===== src/sv/rmm_pkg.sv =====
// Shared types, sizes and codes for the running median multiset block.
package rmm_pkg;

  localparam int CAPACITY   = 64;
  localparam int VALUE_BITS = 32;
  localparam int COUNT_BITS = $clog2(CAPACITY + 1);
  localparam int IDX_BITS   = $clog2(CAPACITY);

  typedef logic signed [VALUE_BITS-1:0] value_t;
  typedef logic [COUNT_BITS-1:0]        count_t;
  typedef logic [IDX_BITS-1:0]          idx_t;
  typedef logic [1:0]                   func_t;
  typedef logic [1:0]                   err_t;
  typedef logic [1:0]                   op_t;

  localparam count_t FULL_COUNT = count_t'(CAPACITY);

  // Input function codes
  localparam func_t FUNC_INSERT = 2'd0;
  localparam func_t FUNC_DELETE = 2'd1;
  localparam func_t FUNC_POP    = 2'd2;

  // Error codes
  localparam err_t ERR_OK       = 2'd0;
  localparam err_t ERR_EMPTY    = 2'd1;
  localparam err_t ERR_NOTFOUND = 2'd2;
  localparam err_t ERR_FULL     = 2'd3;

  // Chain operations broadcast to every cell
  localparam op_t OP_HOLD   = 2'd0;
  localparam op_t OP_INSERT = 2'd1;
  localparam op_t OP_DELETE = 2'd2;
  localparam op_t OP_POP    = 2'd3;

  // Operand broadcast to every cell for one transaction
  typedef struct packed {
    value_t value;
    count_t count;
    idx_t   pos;
  } cmd_t;

endpackage


===== src/sv/rmm_cell.sv =====
// One cell of the sorted chain: holds one entry and shifts toward either neighbor.
module rmm_cell (
  input  logic            clk,
  input  rmm_pkg::idx_t   cell_index,
  input  rmm_pkg::op_t    op,
  input  rmm_pkg::cmd_t   cmd,
  input  rmm_pkg::value_t left_value,
  input  logic            left_gt,
  input  rmm_pkg::value_t right_value,
  output rmm_pkg::value_t value,
  output logic            gt,
  output logic            match
);

  logic            occupied;
  rmm_pkg::value_t value_next;

  // Compare the held entry against the broadcast operand; empty cells act as +infinity
  always_comb begin
    occupied = rmm_pkg::count_t'(cell_index) < cmd.count;
    gt       = !occupied || (value > cmd.value);
    match    = occupied && (value == cmd.value);
  end

  // Select the next entry: hold, take the operand, or shift from a neighbor
  always_comb begin
    value_next = value;
    case (op)
      rmm_pkg::OP_INSERT: begin
        if (gt) begin
          value_next = left_gt ? left_value : cmd.value;
        end
      end
      rmm_pkg::OP_DELETE: begin
        if (occupied && !(value < cmd.value)) begin
          value_next = right_value;
        end
      end
      rmm_pkg::OP_POP: begin
        if (cell_index >= cmd.pos) begin
          value_next = right_value;
        end
      end
      default: begin
        value_next = value;
      end
    endcase
  end

  always_ff @(posedge clk) begin
    value <= value_next;
  end

endmodule


===== config.mk =====
export PLATFORM = sky130hd
export DESIGN_NAME = rmm_cell
export DESIGN_NICKNAME = d
export VERILOG_FILES = /design/src/sv/rmm_pkg.sv /design/src/sv/rmm_cell.sv
export SDC_FILE = /design/constraint.sdc
export NUM_CORES = 1
export LEC_CHECK = 0
export ABC_AREA = 1
export ABC_CLOCK_PERIOD_IN_PS = 4980
export BUFFER_PORTS_ARGS = -buffer_cell sky130_fd_sc_hd__clkbuf_2
export CAP_MARGIN = 20
export CORE_ASPECT_RATIO = 1.4
export CORE_MARGIN = 3
export CORE_UTILIZATION = 50
export CTS_CLUSTER_SIZE = 25
export DETAILED_ROUTE_END_ITERATION = 16
export GPL_ROUTABILITY_DRIVEN = 0
export PLACE_DENSITY = 0.95
export SLEW_MARGIN = 20
export SYNTH_ARGS = -nofsm -noshare
export SYNTH_HDL_FRONTEND = slang
export SYNTH_SLANG_ARGS = --single-unit

===== constraint.sdc =====
create_clock -name clk -period 4.98 [get_ports clk]
set_input_delay 0.996 -clock clk [delete_from_list [all_inputs] [get_ports clk]]
set_output_delay 0.996 -clock clk [all_outputs]
set_load 0.02 [all_outputs]

Word-level counts from Yosys, hierarchy flattened
Cells that the tools add are included.
W data, S select, Z words.
- $add $sub $neg: 0
- multipliers: 0
- divide/modulo/power cells: 0
- order comparisons: 4
- equality and inequality tests: 7
- shifts and indexed selects: 0
- muxes and demuxes: 5
- bitwise operators: 0
- reductions and logical operators: 7
- operators by type and width (operator ; number):
    $mux W32 ; 4
    $pmux W32 S3 ; 1
    $eq A32 B32 Y1 ; 1
    $gt A32 B32 Y1 ; 1
    $lt A32 B32 Y1 ; 1
    $lt A6 B7 Y1 ; 1
    $ge A6 B6 Y1 ; 1
    $ne A2 B2 Y1 const B ; 3
    $eq A2 B2 Y1 const B ; 2
    $reduce_and A4 Y1 ; 1
    $reduce_bool A3 Y1 ; 1
    $eq A2 B1 Y1 const B ; 1
    $logic_and A1 B1 Y1 ; 2
    $logic_not A1 Y1 ; 2
    $logic_or A1 B1 Y1 ; 1
- register bits after elaboration: 32
- latch bits: 0
- memory bits (writable): 0
- bits in read-only memories: 0
- input bits: 119
- output and inout port bits: 34
- word-level logic and storage cells: 24
- memories: 0

Depth between registers and ports, before layout
Gate-level depths: netlist of the first run.
- word-level depth: 5
- depth in mapped cells: 18
- gate-level depth less buffers: 18

Least setup slack after synthesis of the first run
OpenSTA, ideal clock, no wires.
- kind: in2reg
- start: in cmd[30] (netlist bit)
- end: reg value[0], enable pin
- setup time: 0.395 ns
- arrival time: 2.983 ns
- data required time: 4.585 ns
- slack: 1.602 ns
- cell stages on the path: 15
- buffers on the path: 0
- path through: inv_1 -> ha_1 -> nand2_1 -> nand2_1 -> nand2_1 -> nand2_1 -> nand2_1 -> nand2_1 -> a21oi_2 -> nand2_1 -> nand2_1 -> nand3_1 -> nand2_2 -> nor2_2 -> nor2_2
- elaborated cells between the ends (all ways): 8
- those cells by class: 2 x order compare; 2 x eq/ne; 4 x reduce/logical
- RTL lines (what ; line ; RTL):
    from (decl) ; rmm_cell.sv:6 ; input rmm_pkg::cmd_t cmd,
    $gt A32 B32 Y1 ; rmm_cell.sv:21 ; gt = !occupied || (value > cmd.value);
    $logic_or A1 B1 Y1 ; rmm_cell.sv:21 ;
    named net gt ; rmm_cell.sv:11 ; output logic gt,
    $ne A2 B2 Y1 (no source line) ; - ;
    $reduce_and A4 Y1 (no source line) ; - ;
    to (signal assigned) ; rmm_cell.sv:51 ; value <= value_next;
    to (decl) ; rmm_cell.sv:10 ; output rmm_pkg::value_t value,
The timed path passes the listed nets, and every way through them passes these cells.
A chain may end at the register's enable or synchronous reset.

Worst setup path after layout of the first run
- start: in cmd[28] (netlist bit)
- end: out gt
- cells in the longest elaborated chain, start to end: 2
- ends and longest elaborated chain (what ; line):
    $gt A32 B32 Y1 ; rmm_cell.sv:21
    $logic_or A1 B1 Y1 ; rmm_cell.sv:21
    to (decl) ; rmm_cell.sv:11
Every way passes these cells.

==> impl_metrics.env, run 1 <==
export IMPL_clk_pin_slew_ns=0.07
export IMPL_rrSetupSlack_ns=2.24
export IMPL_ir_drop_mv=0.1396
export IMPL_cts_setup_buffers=0
export IMPL_tightest_slew_ns=0.9378
export IMPL_grt_pass1_wl_um=12100
export IMPL_worst_r2r_endpoint="value[17]"
export IMPL_met1_usage_pct=20.90
export IMPL_drv_cap=0
export IMPL_netlist_cell_type_count=26
export IMPL_final_core_util_pct=68.77
export IMPL_drive_gt1_share_pct=33.40
export IMPL_worst_r2r_cell_count=12
export IMPL_die_y_um=95.69
export IMPL_wl_um=7795
export IMPL_place_worst_setup_slack_ns=1.502
export IMPL_largest_register_ffs=32
export IMPL_cp_end_kind="primary output"
export IMPL_synth_nets=548
export IMPL_crit_start="cmd[28]"
export IMPL_cp_common_cell="nand2_1"
export IMPL_ant_nets=0
export IMPL_cts_tree="done"
export IMPL_grt_pass1_vias=3080
export IMPL_timing_final_ws_setup_ns=1.546
export IMPL_dp_hpwl_um=6348
export IMPL_synth_seq_cells=32
export IMPL_grt_max_degree=64
export IMPL_cts_inserted_buffers=5
export IMPL_grt_antenna_before_repair=0
export IMPL_grt_total_usage_pct=22.36
export IMPL_dr_pass1_iters=5
export IMPL_synth_largest_area_cell="edfxtp_1"
export IMPL_vias=3111
export IMPL_grt_use_met3_pct=3.797
export IMPL_use_met2_pct=46.29
export IMPL_hp_start="right_value[28]"
export IMPL_hold_viol_final=0
export IMPL_num_antenna_cells=0
export IMPL_fmax_ghz=0.2912
export IMPL_crit_chain="clkbuf_2 > inv_1 > ha_1 > a21oi_1 > o21ai_0 > a21oi_1 > nand2_1 > nand2_1 > nand2_1 > nand2_1 > nand3_1 > nand2_2 > clkbuf_2"
export IMPL_first_iter_violations=141
export IMPL_post_cts_resized=0
export IMPL_ys_warn_count=0
export IMPL_syn_avg_cell_area_um2=7.501
export IMPL_synthFlopType="edfxtp_1"
export IMPL_crit_slowest_cell="ha_1"
export IMPL_hold_buffers=0
export IMPL_crit_type="in -> out"
export IMPL_async_reset_ff_share_pct=0
export IMPL_synth_edf_count=32
export IMPL_rows=32
export IMPL_dp_cells=592
export IMPL_synth_top_area_share_pct=33.45
export IMPL_top_register="value"
export IMPL_vias_per_cell=5.176
export IMPL_grt_busiest_layer="met2"
export IMPL_status="finished, final reports clean"
export IMPL_hold_path_class="in -> reg"
export IMPL_cp_depth=13
export IMPL_cp_arrival_ns=2.44
export IMPL_synthAdderAreaFrac_pct=20.03
export IMPL_ys_seq_area_share_pct=33.45
export IMPL_top_regs="value x32"
export IMPL_grt_overflow=0
export IMPL_avgRoutedWirePerCell_um=12.97
export IMPL_synth_top_family_by_area="adder cells"
export IMPL_reg2reg_from="value[15]"
export IMPL_path_buf_inv=3
export IMPL_cts_root_buf="clkbuf_8"
export IMPL_slew_headroom_pct=37.33
export IMPL_placed_area_mm2=0.003692
export IMPL_die_area_mm2=0.006704
export IMPL_fin_cells=601
export IMPL_setup_tns_ns=0
export IMPL_synth_most_common_cell="nor2_1"
export IMPL_nNetsFinal=697
export IMPL_cellLeakagePower_nw=2.111
export IMPL_synth_xor_area_share_pct=0
export IMPL_cpLargestDelayFamily="simple AND/OR/NAND/NOR gates"
export IMPL_final_area_mm2=0.003800
export IMPL_synth_common_cells="nor2_1, inv_1, nand2_1"
export IMPL_synth_compound_gate_area_share_pct=16.55
export IMPL_fp_dieW_um=70.06
export IMPL_crit_end="gt"
export IMPL_htreeDepth=2
export IMPL_muxShareOfSynthArea_pct=0
export IMPL_fin_skew_ns=0.007853
export IMPL_numPortBuffers=152
export IMPL_start_kind="input port"
export IMPL_critPathRequiredTime_ns=3.98
export IMPL_io_pins=153
export IMPL_slowest_delay_ns=0.28
export IMPL_synthSimpleGateAreaFrac_pct=19.95
export IMPL_clock_sinks=32
export IMPL_powerDensity_mw_per_mm2=243.6
export IMPL_cts_buffer_depth=2
export IMPL_slew_violations=0
export IMPL_rsz0062_at_grt="no"
export IMPL_setup_viol=0
export IMPL_core_mm2=0.005525
export IMPL_clkLatencyLatePin_ns=0.28
export IMPL_crit_fanout=2
export IMPL_min_period_over_period_pct=68.95
export IMPL_synthTopCellsByArea="edfxtp_1, ha_1, nor2_1"
export IMPL_area_growth_pct=32.27
export IMPL_syn_cell_area_mm2=0.002873
export IMPL_syn_inst=383
export IMPL_min_period_ns=3.434
export IMPL_drc=0
export IMPL_start_util_pct=51.99
## logic make-up after synthesis
group / Yosys count
AO/OA/AOI/OAI: 90
adder cells (fa/ha/maj): 46
buffers and inverters: 76
flip-flops: 32
AND/OR/NAND/NOR: 139
## placed cells by master, fill, tap and decap left out
master,n
inv_1,56
nand3_1,5
o21a_2,1
inv_2,6
buf_4,2
clkbuf_2,152
o211ai_1,1
a21o_2,1
clkbuf_8,5
o21a_1,1
a21oi_1,46
clkbuf_1,2
nor2_4,2
nand4_4,1
o21ai_0,3
nand4_1,2
nand2_1,50
a31oi_1,2
o21ai_1,32
edfxtp_1,32
ha_1,46
nand2_2,2
nor2_2,4
and3_1,1
o2111ai_1,1
a21o_1,1
nor2_1,72
buf_16,1
clkinv_1,2
a21oi_2,1
## final cells by class
type	count	area, µm²
sequential	32	960.9
multi-input combinational	275	1634
clock buffer	7	76.32
timing repair buffer	155	803.3
tap	68	85.08
clock inverter	1	3.754
inverter	63	236.5
fill	441	1725
## where the power goes
group,total (mW),leakage [nW],switching [mW],internal [mW]
registers,0.369,0.303,0.0206,0.348
clock network,0.193,0.0399,0.0956,0.0973
logic,0.364,1.77,0.221,0.143
total,0.926,2.11,0.337,0.589
## routing by layer
metal,routed length (µm),vias to the layer above
li1,-,1557
met3,497,22
met4,212,0
met1,2689,1408
met2,4397,124
met5,0,-
## how the worst min path moves through the flow
stage	cells after the start	end	slack (ns)
global placement	6	value[0]	1.26
detailed placement	6	value[0]	1.30
CTS	3	value[18]	1.01
global route	3	value[17]	1.02
floorplan	2	value[10]	1.21
finish	3	value[28]	1.02
## worst reg2reg max path: stages, from the launching register on
cell and delay, ns:
edfxtp_1 0.39, ha_1 0.32, a21oi_1 0.14, o21ai_0 0.10, a21oi_1 0.17, nand2_1 0.08
nand2_1 0.08, nand2_1 0.05, nand2_1 0.08, nand3_1 0.07, nand2_1 0.06, nand2_1 0.08
nor2_4 0.74
## per-stage QoR
stage          total power, mW  hold slack, ns
2_1_floorplan           0.6001           1.211
3_3_place_gp            0.7172           1.260
3_5_place_dp            0.7346           1.296
4_1_cts                 0.9281           1.012
5_1_grt                 0.9900           1.022
6_report                0.9258           1.021
Note: power is estimated with default switching activity, not from simulation.
==> run 2: changes to the inputs <==
Settings changed: ABC_CLOCK_PERIOD_IN_PS 4980 to 3400, CORE_UTILIZATION 50 to 46, PLACE_DENSITY 0.95 to 0.9.
Clock period 4.98 ns to 3.4 ns, I/O delays scaled along.
==> run 2 against run 1 <==
Clock power is 39% higher. Utilization is 5.1 points lower. Sequential share of layout area is 0.092 points higher. First-iteration DRC count is 2.8% higher. Cell area is 0.36% lower. Non-clock buffer count is 1 higher. Combinational power is 46% higher. Clock skew is 0.0016 ns lower. Power is 45% higher.
==> impl_metrics.env, run 2 (synthesis results as in run 1) <==
export IMPL_post_cts_resized=0
export IMPL_critPathRequiredTime_ns=2.72
export IMPL_cts_inserted_buffers=5
export IMPL_crit_chain="clkbuf_2 > inv_1 > ha_1 > nand2_1 > nor2_2 > nand2_2 > nor2_2 > nand2_1 > nand3_1 > nand3_1 > nand2_2 > clkbuf_2"
export IMPL_slowest_delay_ns=0.33
export IMPL_setup_tns_ns=0
export IMPL_num_antenna_cells=0
export IMPL_p_sw_share_pct=36.28
export IMPL_ir_drop_mv=0.2465
export IMPL_grt_pass1_vias=3008
export IMPL_clkLatencyLatePin_ns=0.27
export IMPL_first_iter_violations=145
export IMPL_min_period_ns=2.782
export IMPL_fp_dieW_um=72.79
export IMPL_cp_arrival_ns=2.10
export IMPL_cts_tree="done"
export IMPL_p_int_mw=0.8537
export IMPL_p_seq_share_pct=40.3
export IMPL_top_regs="value x32"
export IMPL_cts_buffer_depth=2
export IMPL_status="finished, final reports clean"
export IMPL_ant_nets=0
export IMPL_total_power_mw=1.340
export IMPL_nNetsFinal=698
export IMPL_reg2reg_from="value[13]"
export IMPL_p_comb_share_pct=39.6
export IMPL_grt_overflow=0
export IMPL_dp_hpwl_um=6360
export IMPL_grt_pass1_wl_um=12570
export IMPL_area_growth_pct=31.79
export IMPL_clock_sinks=32
export IMPL_largest_register_ffs=32
export IMPL_avgRoutedWirePerCell_um=12.76
export IMPL_hp_start="right_value[14]"
export IMPL_powerDensity_mw_per_mm2=353.9
export IMPL_hold_viol_final=0
export IMPL_clk_pin_slew_ns=0.07
export IMPL_wl_um=7696
export IMPL_fin_skew_ns=0.006211
export IMPL_drv_cap=0
export IMPL_numPortBuffers=152
export IMPL_pwr_share_clk_pct=20.1
export IMPL_crit_type="in -> out"
export IMPL_cts_root_buf="clkbuf_8"
export IMPL_grt_antenna_before_repair=0
export IMPL_min_period_over_period_pct=81.81
export IMPL_die_y_um=99.51
export IMPL_slew_headroom_pct=29.62
export IMPL_place_worst_setup_slack_ns=0.5867
export IMPL_top_register="value"
export IMPL_final_common_cell="clkbuf_2"
export IMPL_grt_max_degree=64
export IMPL_slew_violations=0
export IMPL_mostFrequentLayoutCells="clkbuf_2, nor2_1, inv_1"
export IMPL_hold_buffers=0
export IMPL_tightest_slew_ns=1.056
export IMPL_die_area_mm2=0.007243
export IMPL_vias_per_cell=5.033
export IMPL_final_core_util_pct=63.68
export IMPL_power_switching_mw=0.4861
export IMPL_grt_total_usage_pct=21.65
export IMPL_rows=33
export IMPL_nFillCells=534
export IMPL_multi_input_area_mm2=0.001634
export IMPL_start_kind="input port"
export IMPL_vias=3035
export IMPL_core_mm2=0.005946
export IMPL_crit_start="cmd[44]"
export IMPL_drive_gt1_share_pct=33.58
export IMPL_drc=0
export IMPL_final_seq_area_um2=960.9
export IMPL_io_pins=153
export IMPL_cellLeakagePower_nw=2.107
export IMPL_crit_slowest_cell="ha_1"
export IMPL_fmax_ghz=0.3595
export IMPL_dr_pass1_iters=4
export IMPL_cp_end_kind="primary output"
export IMPL_start_util_pct=48.32
export IMPL_htreeDepth=2
export IMPL_timing_final_ws_setup_ns=0.6183
export IMPL_setup_viol=0
export IMPL_rsz0062_at_grt="no"
export IMPL_hold_path_class="in -> reg"
export IMPL_cts_setup_buffers=0
export IMPL_crit_fanout=4
run 2: cell count changes in the layout (fill, tap and decap cells not counted), sizes merged:
cell    delta
clkbuf     -3
buf        +2
clkinv     +1
run 2: final cells by class:
cell class | count | share of cell area [%]
Sequential cell | 32 | 25.38
Inverter | 63 | 6.246
Multi-Input combinational cell | 275 | 43.16
Timing Repair Buffer | 156 | 20.89
Tap cell | 70 | 2.313
Clock buffer | 5 | 1.818
Clock inverter | 2 | 0.1983
run 2: per-layer routing:
metal / part of all wire [%] / vias up / GRT usage, %
met2: 55 / 105 / 41.38
met4: 1.9 / 0 / 8.523
met5: 0 / - / 0
li1: - / 1561 / -
met3: 5.8 / 12 / 3.741
met1: 37 / 1357 / 22.62
run 2: worst paths after layout:
kind | depth (start not counted) | slack, ns | endpoint
worst max register to register | 13 | 1.05 | value[18]
worst min register to register | 7 | 1.35 | value[0]
worst max-delay path | 12 | 0.62 | gt
worst min-delay path | 3 | 0.71 | value[14]
run 2: power by group through the flow:
stage	registers (mW)	logic (mW)	clock network, mW
finish	0.540	0.531	0.269
detailed placement	0.548	0.533	0
floorplan	0.606	0.273	0
global route	0.545	0.601	0.298
CTS	0.540	0.536	0.282
global placement	0.545	0.512	0
run 2: per-stage QoR:
step | instances | hold slack (ns) | instance area, µm²
after detailed placement | 596 | 0.9873 | 3710
final | 603 | 0.7067 | 3786
after global placement | 596 | 0.9856 | 3710
after floorplan | 383 | 0.8948 | 2873
after global routing | 603 | 0.6986 | 3786
after CTS | 603 | 0.6975 | 3786
run 2: worst max-delay path: cells and delay by family:
kind / cells / cell delay (ns)
buf+inv: 3 / 0.30
simple gates: 8 / 0.79
fa+ha+maj: 1 / 0.33
==> run 3: changes to the inputs <==
Settings changed: ABC_CLOCK_PERIOD_IN_PS 3400 to 2400, CORE_UTILIZATION 46 to 42, PLACE_DENSITY 0.9 to 0.87.
Clock period 3.4 ns to 2.4 ns, I/O delays scaled along.
==> run 3 against run 2 <==
The run now ends with setup timing left. Count of clock-buffer cells in the layout is the same. Clock skew barely moved. Sequential power rose by 43%. Power up 63%. First-iteration DRC count fell by 2.8%. Critical path depth fell by 2. Critical endpoint unchanged. Highest routed layer unchanged.
==> impl_metrics.env, run 3 (synthesis results as in run 1) <==
export IMPL_worst_r2r_cell_count=13
export IMPL_tightest_slew_ns=0.5513
export IMPL_htreeDepth=2
export IMPL_setup_tns_ns=-0.01742
export IMPL_fmax_ghz=0.4137
export IMPL_cp_arrival_ns=1.94
export IMPL_nFillCells=560
export IMPL_drc=0
export IMPL_timing_final_ws_setup_ns=-0.01742
export IMPL_clkLatencyLatePin_ns=0.28
export IMPL_die_area_mm2=0.007882
export IMPL_setup_viol=1
export IMPL_slowest_delay_ns=0.39
export IMPL_die_y_um=103.9
export IMPL_nNetsFinal=719
export IMPL_clk_pin_slew_ns=0.07
export IMPL_ir_drop_mv=0.3214
export IMPL_total_power_mw=2.187
export IMPL_drive_gt1_share_pct=41.26
export IMPL_grt_pass1_vias=2996
export IMPL_cellLeakagePower_nw=2.262
export IMPL_core_mm2=0.006613
export IMPL_fin_cells=647
export IMPL_num_antenna_cells=0
export IMPL_vias=3143
export IMPL_slew_violations=0
export IMPL_crit_fanout=2
export IMPL_avgRoutedWirePerCell_um=12.41
export IMPL_cts_root_buf="clkbuf_8"
export IMPL_hold_viol_final=0
export IMPL_mostFrequentLayoutCells="clkbuf_2, nor2_1, inv_1"
export IMPL_cts_inserted_buffers=5
export IMPL_io_pins=153
export IMPL_grt_pass1_wl_um=12410
export IMPL_cts_buffer_depth=2
export IMPL_holdPathStages=3
export IMPL_crit_slowest_cell="edfxtp_1"
export IMPL_dr_pass1_iters=5
export IMPL_grt_total_usage_pct=19.90
export IMPL_critPathRequiredTime_ns=1.92
export IMPL_powerDensity_mw_per_mm2=514.0
export IMPL_first_iter_violations=141
export IMPL_hold_path_class="in -> reg"
export IMPL_path_buf_inv=1
export IMPL_dp_cells=626
export IMPL_slew_headroom_pct=63.25
export IMPL_cts_tree="done"
export IMPL_final_common_cell="clkbuf_2"
export IMPL_numPortBuffers=152
export IMPL_status="finished with violations"
export IMPL_vias_per_cell=4.858
export IMPL_area_growth_pct=48.13
export IMPL_grt_overflow=0
export IMPL_largest_register_ffs=32
export IMPL_crit_type="reg -> out"
export IMPL_rrSetupSlack_ns=0.05
export IMPL_cp_depth=10
export IMPL_grt_max_degree=45
export IMPL_wl_um=8027
export IMPL_dp_hpwl_um=6434
export IMPL_rows=35
export IMPL_rsz0062_at_grt="yes"
export IMPL_grt_antenna_before_repair=0
export IMPL_top_register="value"
export IMPL_clock_sinks=32
export IMPL_cp_end_kind="primary output"
export IMPL_fp_dieW_um=75.90
export IMPL_ant_nets=0
export IMPL_crit_chain="ha_1 > a21oi_1 > o21a_2 > nand2_1 > a21oi_4 > nand2_1 > nand2_2 > nand3_2 > nand2_2 > buf_8"
export IMPL_start_kind="register"
export IMPL_top_regs="value x32"
export IMPL_start_util_pct=43.44
export IMPL_drv_cap=0
export IMPL_min_period_ns=2.417
export IMPL_cpLargestDelayFamily="compound AO/OA/AOI/OAI gates"
export IMPL_failed_checks="setup timing"
export IMPL_min_period_over_period_pct=100.7
export IMPL_timing_hold_ws_ns=0.5150
export IMPL_fin_skew_ns=0.005852
## run 3: cell types whose count changed in the layout (fill, tap and decap cells not counted), sizes merged
cell / before / now
clkbuf: 156 / 155
bufinv: 0 / 1
buf: 5 / 27
## run 3: layout make-up
type / count / area, µm² / share of cell area [%]
clock buffer: 5 / 68.82 / 1.617
clock inverter: 3 / 37.54 / 0.8821
multi-input combinational: 275 / 1822 / 42.81
sequential: 32 / 960.9 / 22.58
tap: 92 / 115.1 / 2.705
inverter: 63 / 236.5 / 5.557
timing repair buffer: 177 / 1015 / 23.85
## run 3: final timing paths
check                        from   endpoint
setup / recovery        value[29]         gt
hold / removal    right_value[21]  value[21]
setup reg to reg        value[29]  value[15]
hold reg to reg         value[31]  value[19]
## run 3: where the power goes
| part | total, mW | internal, mW | switching, mW |
|---|---|---|---|
| clock | 0.492 | 0.302 | 0.190 |
| combinational | 0.924 | 0.415 | 0.509 |
| sequential | 0.771 | 0.721 | 0.0497 |
| total | 2.19 | 1.44 | 0.749 |
## run 3: layer usage
metal,GRT usage [%],vias up,routed length (µm)
li1,-,1600,-
met1,20.97,1426,2986
met5,0,-,0
met2,37.25,101,4413
met4,7.750,0,179
met3,2.805,16,448
## run 3: what timing repair did
item / CTS / global route
hold buffers: 0 / 0
setup endpoints to repair: 2 / 34
buffers inserted: 6 / 7
pin swaps: 19 / 13
resized for setup: 20 / 16
## run 3: stage by stage
stage | utilization, % | setup slack (ns) | cell area, µm²
after global routing | 64.35 | -0.1397 | 4255
after CTS | 62.80 | -0.04419 | 4153
after floorplan | - | -0.1342 | 2890
after detailed placement | 58.37 | -0.05752 | 3860
final | 64.35 | -0.01742 | 4255
after global placement | 58.37 | -0.02103 | 3860
## run 3: tightest hold or removal path, cell delays in order
cell and delay (ns):
clkbuf_2 0.08, nor2_1 0.03, nor2_1 0.09
